<file path="src/rtl/core/rank_order_window_filter_macros.svh">
// Assertion macros used by the rank order window filter controller.
`ifndef RANK_ORDER_WINDOW_FILTER_MACROS_SVH
`define RANK_ORDER_WINDOW_FILTER_MACROS_SVH

// Clocked check, disabled while reset is asserted.
`define ROWF_ASSERT(lbl, prop, msg) \
  lbl: assert property (@(posedge clk) disable iff (!rst_n) prop) else $error(msg);

// Clocked check that also holds through reset.
`define ROWF_ASSERT_ALWAYS(lbl, prop, msg) \
  lbl: assert property (@(posedge clk) prop) else $error(msg);

`endif

</file>
<file path="src/rtl/core/rowf_pkg.sv">
// Shared types and constants of the rank order window filter.
`timescale 1ns / 1ps
package rowf_pkg;

  localparam int MAX_WINDOW_DEF = 7;
  localparam int MAX_WIDTH_DEF  = 1024;
  localparam int MAX_HEIGHT     = 4096;
  localparam int ROW_W          = 13;
  localparam int PIX_W          = 8;
  localparam int CFG_IDX_W      = 2;
  localparam int CFG_DATA_W     = 13;

  localparam logic OP_PUSH  = 1'b0;
  localparam logic OP_DRAIN = 1'b1;

  typedef enum logic [CFG_IDX_W-1:0] {
    REG_WINDOW_SIZE  = 2'd0,
    REG_RANK_OFFSET  = 2'd1,
    REG_IMAGE_WIDTH  = 2'd2,
    REG_IMAGE_HEIGHT = 2'd3
  } cfg_reg_t;

  typedef enum logic [2:0] {
    ST_IDLE,
    ST_CHECK,
    ST_READ,
    ST_SETTLE,
    ST_OUT
  } state_t;

  typedef struct packed {
    logic take_in;
    logic start;
    logic step;
    logic advance;
  } dp_cmd_t;

  typedef struct packed {
    logic avail;
    logic last_read;
  } dp_stat_t;

endpackage

</file>
<file path="src/rtl/core/rowf_ctrl.sv">
// Controller state machine: sequences accept, window gather and output.
`timescale 1ns / 1ps
`include "rank_order_window_filter_macros.svh"
module rowf_ctrl (
  input  logic              clk,
  input  logic              rst_n,
  input  logic              in_tvalid,
  output logic              in_tready,
  output logic              out_tvalid,
  input  logic              out_tready,
  input  rowf_pkg::dp_stat_t stat,
  output rowf_pkg::dp_cmd_t  cmd
);
  import rowf_pkg::*;

  state_t state_r, state_nxt;

  always_ff @(posedge clk) begin
    if (!rst_n) begin
      state_r <= ST_IDLE;
    end else begin
      state_r <= state_nxt;
    end
  end

  always_comb begin
    state_nxt  = state_r;
    cmd        = '0;
    in_tready  = 1'b0;
    out_tvalid = 1'b0;
    case (state_r)
      ST_IDLE: begin
        in_tready = 1'b1;
        if (in_tvalid) begin
          cmd.take_in = 1'b1;
          state_nxt   = ST_CHECK;
        end
      end
      ST_CHECK: begin
        if (stat.avail) begin
          cmd.start = 1'b1;
          state_nxt = ST_READ;
        end else begin
          state_nxt = ST_IDLE;
        end
      end
      ST_READ: begin
        cmd.step = 1'b1;
        if (stat.last_read) state_nxt = ST_SETTLE;
      end
      // wait for the last read word to land in the sorter
      ST_SETTLE: state_nxt = ST_OUT;
      ST_OUT: begin
        out_tvalid = 1'b1;
        if (out_tready) begin
          cmd.advance = 1'b1;
          state_nxt   = ST_IDLE;
        end
      end
      default: state_nxt = ST_IDLE;
    endcase
  end

  `ROWF_ASSERT(a_one_side, !(out_tvalid && in_tready), "input taken while result pending")
  `ROWF_ASSERT(a_take_check, (in_tvalid && in_tready) |=> (state_r == ST_CHECK), "accept not checked")
  `ROWF_ASSERT(a_out_idle, (out_tvalid && out_tready) |=> in_tready, "no return to idle after output")

endmodule

</file>
<file path="config.mk">
export PLATFORM = sky130hd
export DESIGN_NAME = rowf_ctrl
export DESIGN_NICKNAME = d
export VERILOG_FILES = /design/src/rtl/core/rowf_pkg.sv /design/src/rtl/core/rowf_ctrl.sv
export VERILOG_INCLUDE_DIRS = /design/src /design/src/rtl/core
export SDC_FILE = /design/constraint.sdc
export NUM_CORES = 1
export LEC_CHECK = 0
export BUFFER_PORTS_ARGS = -buffer_cell sky130_fd_sc_hd__buf_2
export CAP_MARGIN = 40
export CORE_AREA = 2 2 39 41
export CTS_CLUSTER_SIZE = 12
export DETAILED_ROUTE_END_ITERATION = 10
export DIE_AREA = 0 0 41 43
export GPL_TIMING_DRIVEN = 0
export MAX_ROUTING_LAYER = met4
export SYNTH_ARGS = -nofsm -noshare
export SYNTH_HDL_FRONTEND = slang
export SYNTH_SLANG_ARGS = --single-unit
</file>
<file path="constraint.sdc">
create_clock -name clk -period 3.4 [get_ports clk]
set_input_delay 0.17 -clock clk [delete_from_list [all_inputs] [get_ports clk]]
set_output_delay 0.17 -clock clk [all_outputs]
set_load 0.05 [all_outputs]
</file>
==> results of run 1 <==
==> critical path: stages (launching register included) <==
cell and delay (ns):
dfxtp_1 0.29, buf_2 0.17, nor3_1 0.24, and2_1 0.15
buf_2 0.25
==> area by class of cell <==
cell class	count	area (um2)	share of cell area (%)
tap	16	20.0	5.93
timing repair buffer	11	55.1	16.3
clock buffer	4	26.3	7.78
sequential	3	60.1	17.8
buffer	2	16.3	4.81
multi-input combinational	21	160	47.4
==> metrics by stage <==
step	cells	total power, mW	instance area, um2	hold WS [ns]
5_1_grt	57	0.186	338	0.214
3_5_place_dp	53	0.114	312	0.429
6_report	57	0.174	338	0.202
4_1_cts	57	0.178	338	0.195
3_3_place_gp	53	0.114	312	0.440
2_1_floorplan	26	0.0989	236	0.301
==> worst max-delay path by stage <==
| stage | startpoint | end | slack (ns) | cells after the start |
|---|---|---|---|---|
| after CTS | state_r[1] | cmd[3] | 1.89 | 4 |
| final | state_r[1] | cmd[3] | 1.90 | 4 |
| after global routing | state_r[1] | cmd[3] | 1.79 | 4 |
| after floorplan | state_r[1] | cmd[3] | 1.09 | 3 |
| after detailed placement | state_r[1] | cmd[3] | 2.14 | 4 |
| after global placement | state_r[1] | cmd[3] | 2.13 | 4 |
==> power by group through the flow <==
stage	logic, mW	registers, mW	clock network [mW]
after detailed placement	0.0704	0.0435	0
after floorplan	0.0563	0.0426	0
after CTS	0.0706	0.0430	0.0640
final	0.0701	0.0431	0.0606
after global routing	0.0753	0.0434	0.0669
after global placement	0.0702	0.0434	0
==> layer usage <==
layer	GRT usage [%]	wire length [um]	up-vias
li1	-	-	122
met1	8.01	264	93
met2	7.19	190	9
met3	4.71	35	0
met4	4.00	0	0
met5	-	0	-
==> layout by cell type (no fill, tap or decap) <==
cell type and instances:
and2_1 2, and2_2 1, and3_1 1, buf_2 12, buf_6 1, clkbuf_1 1
clkbuf_4 3, dfxtp_1 3, mux2_2 1, mux2i_1 1, nand2_1 2, nand2b_1 1
nand3_1 1, nor2_1 1, nor2b_1 1, nor2b_4 1, nor3_1 2, nor3b_1 1
nor3b_2 1, nor3b_4 1, nor4_1 1, o21ai_0 1, o311a_1 1
==> cell families after synthesis <==
family	count (synthesis)	share of synthesized area (%)
AO/OA/AOI/OAI	2	6.35
buffers and inverters	2	6.88
flip-flops	3	25.4
multiplexers	2	8.99
AND/OR/NAND/NOR	17	52.4
==> results.yml, run 1 <==
global_routing:
  grt_antenna_before_repair: 0
  grt_max_degree: 11
  overflow: 0
  grt_pass1_wl_um: 683
  grt_pass1_vias: 174
  grtUsageTotal_pct: 6.47
power_and_ir_drop:
  leakagePower_nw: 0.157
  p_switching_mw: 0.0668
  ir_worst_vdd_mv: 0.153
  swShare_pct: 38.5
  p_int_mw: 0.107
  p_per_area_nw_per_um2: 514
  seqPwrFrac_pct: 24.8
  combinationalPowerShare_pct: 40.3
  power_frac_clock_pct: 34.9
sta:
  worstMarginPinSlew_ns: 0.304
  rsz0062_at_grt: "no"
  finalCritPeriodShare_pct: 44.0
  skew_ns: 0.00151
  max_freq_ghz: 0.668
  setup-tns-final_ns: 0
  max-slew-margin-rel_pct: 79.7
  fin_ws_ns: 1.90
  layout_min_cycle_time_ns: 1.50
  setup_violations: 0
  drv_slew: 0
  hold_violations: 0
routing:
  wire_per_inst_um: 8.60
  drc_errors: 0
  drt_iter0_markers: 5
  dr.pass1.iters: 3
  routed_wl_um: 490
  vias_per_cell: 3.93
  via_count: 224
  antenna_left: 0
worst_setup_path:
  worstPathRequired_ns: 3.23
  reg2reg_slack_ns: 2.26
  r2r_cells: 4
  r2r-end: "state_r[2]"
  arrival_ns: 1.33
  r2r_start: "state_r[2]"
  critPathLaunchType: "flop"
  crit_path_max_fanout: 10
  critical_path_class: "flop to primary output"
  end_kind: "primary output"
clock_tree:
  clockRootBuffer: "clkbuf_4"
  cts_buffer_depth: 2
  cts_tree: "built"
  cts_resized: 0
  clk_latency_ns: 0.23
  cts_setup_buffers: 0
  cts_buffers: 3
  cts.reportedPaths.clkPinSlew_ns: 0.03
  htree_levels: 1
  ctsHoldBuffers: 0
  numClockSinks: 3
finish:
  nNetsFinal: 48
  largest_reg_flops: 3
  drive_above_1_share_pct: 51.2
  reg.largest.list: "state_r x3"
  regMostFlops: "state_r"
  syn_to_final_growth_pct: 42.9
  insertedDiodeCount: 0
  n_fill_cell: 156
  final_util_pct: 24.4
placed_design:
  dp_slack_ns: 2.14
  routabilityCongestion: 0.727
  dp_hpwl_um: 372
  portBuffers: 11
floorplanning:
  fp-row-count: 14
  die-area_um2: 1760
  core_um2: 1380
  die_y_um: 43
  start_util_pct: 17.1
  die_width_um: 41
  io_pins: 12
synthesis:
  synth_area_um2: 236
  syn_avg_cell_area_um2: 9.10
  yosysMostFrequentCell: "dfxtp_1"
  ys_ff_latch: 3
  synth_largest_area_cell: "dfxtp_1"
  synth_cell_type_count: 21
  synth_top_flop_cell: "dfxtp_1"
  yosysTopAreaCellShare_pct: 25.4
  synth-edff-count: 0
  yosys-top-cells-area: "dfxtp_1 25%, nor3b_4 7.9%, nor2b_4 5.8%"
  synthArstFlopShare_pct: 0
  synth_nets: 32
  ys_seq_area_share_pct: 25.4
  yosys_warnings: 0
  synthTopCellsByCount: "3 x dfxtp_1, 2 x and2_1, 2 x nand2_1, 2 x nor3_1"
  syn-instance-count: 26
min_path:
  min_path_type: "input port to flop"
  min_from: "rst_n"
  hold_depth: 2
  holdPathEnd: "state_r[2]"
job:
  maxCapViolations: 0
run_status:
  status: "finished, final reports clean"
(Power assumes the default switching activity.)
==> inputs of run 2 (changes only) <==
--- a/config.mk
+++ b/config.mk
@@ -6,6 +6,7 @@
 export SDC_FILE = /design/constraint.sdc
 export NUM_CORES = 1
 export LEC_CHECK = 0
+export ABC_AREA = 1
 export BUFFER_PORTS_ARGS = -buffer_cell sky130_fd_sc_hd__buf_2
 export CAP_MARGIN = 40
 export CORE_AREA = 2 2 39 41
==> constraint.sdc (replaced) <==
create_clock -name clk -period 1.4 [get_ports clk]
set_input_delay 0.07 -clock clk [delete_from_list [all_inputs] [get_ports clk]]
set_output_delay 0.07 -clock clk [all_outputs]
set_load 0.05 [all_outputs]
==> run 2 against run 1 <==
Routed wire length is 5.3% lower. Via count shrank 2.2%. Cell area up 1.1%. Global-route usage is 0.10 points higher. Sequential power rose by 120%. Synthesized cell count up 7.7%. Setup slack worse by 1.8 ns. Utilization rose by 0.27 points. Largest power group is now clock. Highest routed layer unchanged.
==> results.yml, run 2 <==
power_and_ir_drop:
  p_switching_mw: 0.148
  power_frac_clock_pct: 39.4
  p_int_mw: 0.245
  combinationalPowerShare_pct: 36.2
  swShare_pct: 37.6
  p_per_area_nw_per_um2: 1150
  ir_worst_vdd_mv: 0.334
  seqPwrFrac_pct: 24.4
  leakagePower_nw: 0.173
clock_tree:
  ctsHoldBuffers: 0
  clk_latency_ns: 0.24
  htree_levels: 1
  cts_tree: "built"
  clockRootBuffer: "clkbuf_4"
  cts_setup_buffers: 0
  numClockSinks: 3
  cts.reportedPaths.clkPinSlew_ns: 0.04
  cts_buffer_depth: 2
  cts_buffers: 3
sta:
  worstMarginPinSlew_ns: 0.250
  max-slew-margin-rel_pct: 83.4
  rsz0062_at_grt: "no"
  skew_ns: 0.00498
  hold_violations: 0
  setup-tns-final_ns: 0
  setup_violations: 0
  layout_min_cycle_time_ns: 1.27
  max_freq_ghz: 0.785
  drv_slew: 0
  finalCritPeriodShare_pct: 90.9
synthesis:
  syn_avg_cell_area_um2: 7.55
  yosys-top-cells-area: "dfxtp_1 28%, buf_6 11%, inv_1 8.9%"
  yosysMostFrequentCell: "inv_1"
  synth-edff-count: 0
  yosys_warnings: 0
  yosysTopAreaCellShare_pct: 28.4
  synth_area_um2: 211
  ys_ff_latch: 3
  synth_largest_area_cell: "dfxtp_1"
  synthTopCellsByCount: "5 x inv_1, 3 x dfxtp_1, 3 x nand3_1"
  synth_top_flop_cell: "dfxtp_1"
  synthArstFlopShare_pct: 0
  ys_seq_area_share_pct: 28.4
  synth_nets: 34
  synth_cell_type_count: 16
  syn-instance-count: 28
routing:
  via_count: 219
  dr.pass1.iters: 2
  drt_iter0_markers: 1
  routed_wl_um: 464
  wire_per_inst_um: 7.86
  drc_errors: 0
  vias_per_cell: 3.71
  antenna_left: 0
global_routing:
  grt_max_degree: 10
  grt_antenna_before_repair: 0
  grt_pass1_wl_um: 731
  overflow: 0
  grt_pass1_vias: 192
  grtUsageTotal_pct: 6.58
floorplanning:
  die_width_um: 41
  die-area_um2: 1760
  start_util_pct: 15.3
  fp-row-count: 14
  io_pins: 12
  core_um2: 1380
  die_y_um: 43
finish:
  final_common_cell: "buf_2"
  final_design_area_no_fill_um2: 342
  nNetsFinal: 50
  insertedDiodeCount: 0
  regMostFlops: "state_r"
  syn_to_final_growth_pct: 61.5
  n_fill_cell: 161
  final_cell_mix: "10 x buf_2, 5 x inv_1, 3 x nand3_1, 3 x clkbuf_4"
  drive_above_1_share_pct: 58.1
  reg.largest.list: "state_r x3"
  largest_reg_flops: 3
worst_setup_path:
  end_kind: "primary output"
  reg2reg_slack_ns: 0.51
  crit_path_max_fanout: 9
  critPathTopFamily: "buffers and inverters"
  crit_slowest_cell: "dfxtp_1"
  r2r_start: "state_r[1]"
  worstPathRequired_ns: 1.33
  r2r_cells: 5
  cpPeakStageDelay_ns: 0.30
  crit_buf_inv: 2
  arrival_ns: 1.20
  crit_chain: "buf_6, nor4_2, buf_2"
  r2r-end: "state_r[0]"
  critical_path_class: "flop to primary output"
  critPathLaunchType: "flop"
run_status:
  status: "finished, final reports clean"
job:
  maxCapViolations: 0
placed_design:
  place_area_um2: 312
  routabilityCongestion: 0.700
  portBuffers: 11
min_path:
  min_path_type: "input port to flop"
  hold_depth: 3
  min_from: "rst_n"
  holdPathEnd: "state_r[0]"
[run 2: worst register-to-register path, delay by kind of cell (launching register included)]
kind / cells / cell delay (ns)
and+or+nand+nor: 4 / 0.35
buffers and inverters: 1 / 0.14
DFF: 1 / 0.30
[run 2: power groups by stage]
| stage | Clock, mW | Combinational [mW] | Sequential (mW) |
|---|---|---|---|
| 2_1_floorplan | 0 | 0.117 | 0.0969 |
| 3_3_place_gp | 0 | 0.143 | 0.0973 |
| 3_5_place_dp | 0 | 0.144 | 0.0973 |
| 4_1_cts | 0.164 | 0.144 | 0.0959 |
| 5_1_grt | 0.167 | 0.152 | 0.0968 |
| 6_report | 0.155 | 0.142 | 0.0960 |
[run 2: logic make-up after synthesis]
family | after synthesis | share of synthesized area [%]
flops | 3 | 28.4
buf+inv | 8 | 21.3
simple gates | 15 | 45.6
compound gates | 2 | 4.73
[run 2: per-layer routing]
layer | GRT usage (%) | part of all wire (%) | up-vias
met4 | 6.00 | 0 | 0
li1 | - | - | 121
met5 | - | 0 | -
met2 | 6.88 | 43 | 9
met1 | 8.65 | 47 | 89
met3 | 3.14 | 9.7 | 0
[run 2: worst max path at each step]
stage	startpoint	end	slack (ns)	depth (start not counted)
floorplan	state_r[1]	cmd[3]	-0.07	2
global placement	state_r[2]	cmd[0]	0.24	3
detailed placement	state_r[2]	cmd[0]	0.25	3
CTS	state_r[2]	cmd[0]	0.05	3
global route	state_r[1]	cmd[3]	0.008	3
finish	state_r[1]	cmd[3]	0.13	3
[run 2: final cells by class]
cell class                 count  area (um2)  share of cell area (%)
multi-input combinational     17         131                    38.5
sequential                     3        61.3                    17.9
timing repair buffer          11        57.6                    16.8
clock buffer                   4        26.3                    7.69
buffer                         2        22.5                    6.59
inverter                       6        22.5                    6.59
tap                           16        20.0                    5.86
[run 2: what timing repair did]
item	in CTS	in global routing
gates cloned	0	0
resized for setup	1	1
endpoints found under the setup margin	1	1
[run 2: stage by stage]
stage / instances / hold WS [ns] / worst slack (ns) / util [%] / power, mW
global route: 59 / 0.0933 / 0.00798 / 24.7 / 0.416
global placement: 55 / 0.330 / 0.244 / 22.5 / 0.240
finish: 59 / 0.0824 / 0.127 / 24.7 / 0.393
CTS: 59 / 0.0778 / 0.0451 / 24.6 / 0.403
floorplan: 28 / 0.220 / -0.0744 / - / 0.214
detailed placement: 55 / 0.329 / 0.251 / 22.5 / 0.241
==> inputs of run 3 (changes only) <==
--- a/config.mk
+++ b/config.mk
@@ -15,6 +15,7 @@
 export DIE_AREA = 0 0 41 43
 export GPL_TIMING_DRIVEN = 0
 export MAX_ROUTING_LAYER = met4
+export RECOVER_POWER = 25
 export SYNTH_ARGS = -nofsm -noshare
 export SYNTH_HDL_FRONTEND = slang
 export SYNTH_SLANG_ARGS = --single-unit
==> constraint.sdc (replaced) <==
create_clock -name clk -period 1.3 [get_ports clk]
set_input_delay 0.065 -clock clk [delete_from_list [all_inputs] [get_ports clk]]
set_output_delay 0.065 -clock clk [all_outputs]
set_load 0.05 [all_outputs]
==> run 3 against run 2 <==
Cell area is 7.0% higher. Total power is 11% higher. Final cell count unchanged. Highest routed layer unchanged. Via count rose by 3.2%. Routed wire length is 1.5% higher. Die area is the same.
==> results.yml, run 3 (synthesis gave the netlist of run 2 again) <==
finish:
  final_design_area_no_fill_um2: 365
  drive_above_1_share_pct: 58.1
  nNetsFinal: 50
  final_cell_mix: "7 x buf_2, 5 x inv_1, 5 x clkbuf_4"
  largest_reg_flops: 3
  insertedDiodeCount: 0
  final_common_cell: "buf_2"
  regMostFlops: "state_r"
  fin_cells: 59
  syn_to_final_growth_pct: 72.8
  reg.largest.list: "state_r x3"
placed_design:
  dp_slack_ns: 0.156
  portBuffers: 11
  place_area_um2: 312
  dp_cells: 55
  routabilityCongestion: 0.700
worst_setup_path:
  reg2reg_slack_ns: 0.40
  crit_slowest_cell: "dfxtp_2"
  r2r_start: "state_r[1]"
  r2r-end: "state_r[0]"
  critPathLaunchType: "flop"
  cpPeakStageDelay_ns: 0.41
  crit_path_max_fanout: 6
  arrival_ns: 1.16
  crit_chain: "inv_2, nor4_4, buf_6"
  worstPathRequired_ns: 1.24
  end_kind: "primary output"
  r2r_cells: 5
  critPathTopFamily: "flip-flops"
  critical_path_class: "flop to primary output"
  crit_buf_inv: 2
floorplanning:
  die-area_um2: 1760
  fp-row-count: 14
  start_util_pct: 15.3
  io_pins: 12
  core_um2: 1380
  die_width_um: 41
  die_y_um: 43
sta:
  rsz0062_at_grt: "no"
  hold_violations: 0
  worstMarginPinSlew_ns: 0.250
  finalCritPeriodShare_pct: 94.4
  fin_ws_ns: 0.0732
  max_freq_ghz: 0.815
  max-slew-margin-rel_pct: 83.4
  skew_ns: 0.00417
  layout_min_cycle_time_ns: 1.23
  drv_slew: 0
  setup_violations: 0
run_status:
  status: "finished, final reports clean"
routing:
  via_count: 226
  wire_per_inst_um: 7.98
  drc_errors: 0
  antenna_left: 0
  vias_per_cell: 3.83
  routed_wl_um: 471
  dr.pass1.iters: 2
  drt_iter0_markers: 3
global_routing:
  grt_pass1_vias: 192
  overflow: 0
  grt_antenna_before_repair: 0
  grtUsageTotal_pct: 6.58
  grt_pass1_wl_um: 731
  grt_max_degree: 10
clock_tree:
  clk_latency_ns: 0.23
  numClockSinks: 3
  ctsHoldBuffers: 0
  htree_levels: 1
  clockRootBuffer: "clkbuf_4"
  cts_tree: "built"
  cts.reportedPaths.clkPinSlew_ns: 0.04
  cts_buffers: 3
  cts_buffer_depth: 2
min_path:
  holdPathEnd: "state_r[0]"
  min_path_type: "input port to flop"
  hold_depth: 3
  min_from: "rst_n"
power_and_ir_drop:
  leakagePower_nw: 0.177
  ir_worst_vdd_mv: 0.369
  p_per_area_nw_per_um2: 1190
  total_power_mw: 0.436
job:
  maxCapViolations: 0
==> run 3: changes by cell type in the layout (fill, tap and decap cells not counted) <==
cell	change
buf_2	-3
buf_4	-1
buf_6	+2
clkbuf_4	+2
nor4_2	-1
nor4_4	+1
==> run 3: through the flow <==
step / TNS [ns] / util (%) / hold WS, ns
after global routing: 0 / 26.4 / 0.0883
after global placement: 0 / 22.5 / 0.325
after CTS: 0 / 24.7 / 0.0728
final: 0 / 26.4 / 0.0783
after detailed placement: 0 / 22.5 / 0.324
after floorplan: -0.169 / - / 0.215
==> run 3: worst reg2reg max path, delay by kind of cell (launching register included) <==
family | cells | cell delay, ns
buffers and inverters | 1 | 0.14
AND/OR/NAND/NOR | 4 | 0.35
flip-flops | 1 | 0.29
==> run 3: how the worst max path moves through the flow <==
| stage | from | to | slack (ns) | cells after the start |
|---|---|---|---|---|
| after detailed placement | state_r[2] | cmd[0] | 0.16 | 3 |
| after CTS | state_r[1] | cmd[3] | 0.007 | 3 |
| after global placement | state_r[2] | cmd[0] | 0.15 | 3 |
| after global routing | state_r[1] | cmd[3] | 0.0004 | 3 |
| after floorplan | state_r[1] | cmd[3] | -0.17 | 2 |
| final | state_r[2] | cmd[0] | 0.07 | 3 |
==> run 3: report_power, final <==
part	internal, mW	switching [mW]
logic	0.0584	0.108
registers	0.0997	0.00393
clock network	0.115	0.0505
==> run 3: layout make-up <==
type                       instances  area, um2
multi-input combinational         17        140
tap                               16       20.0
buffer                             2       22.5
clock buffer                       4       26.3
sequential                         3       61.3
fill                             161       1020
inverter                           6       22.5
timing repair buffer              11       72.6
==> run 3: routing by layer <==
metal	track usage, %	share of wire, %	up-vias
li1	-	-	120
met1	8.65	45	97
met2	6.88	45	9
met3	3.14	9.1	0
met4	6.00	0	0
met5	-	0	-
==> run 3: repair_timing <==
action,in CTS,in global routing
gates resized for setup,2,7
setup buffers,0,0
endpoints found under the setup margin,1,3
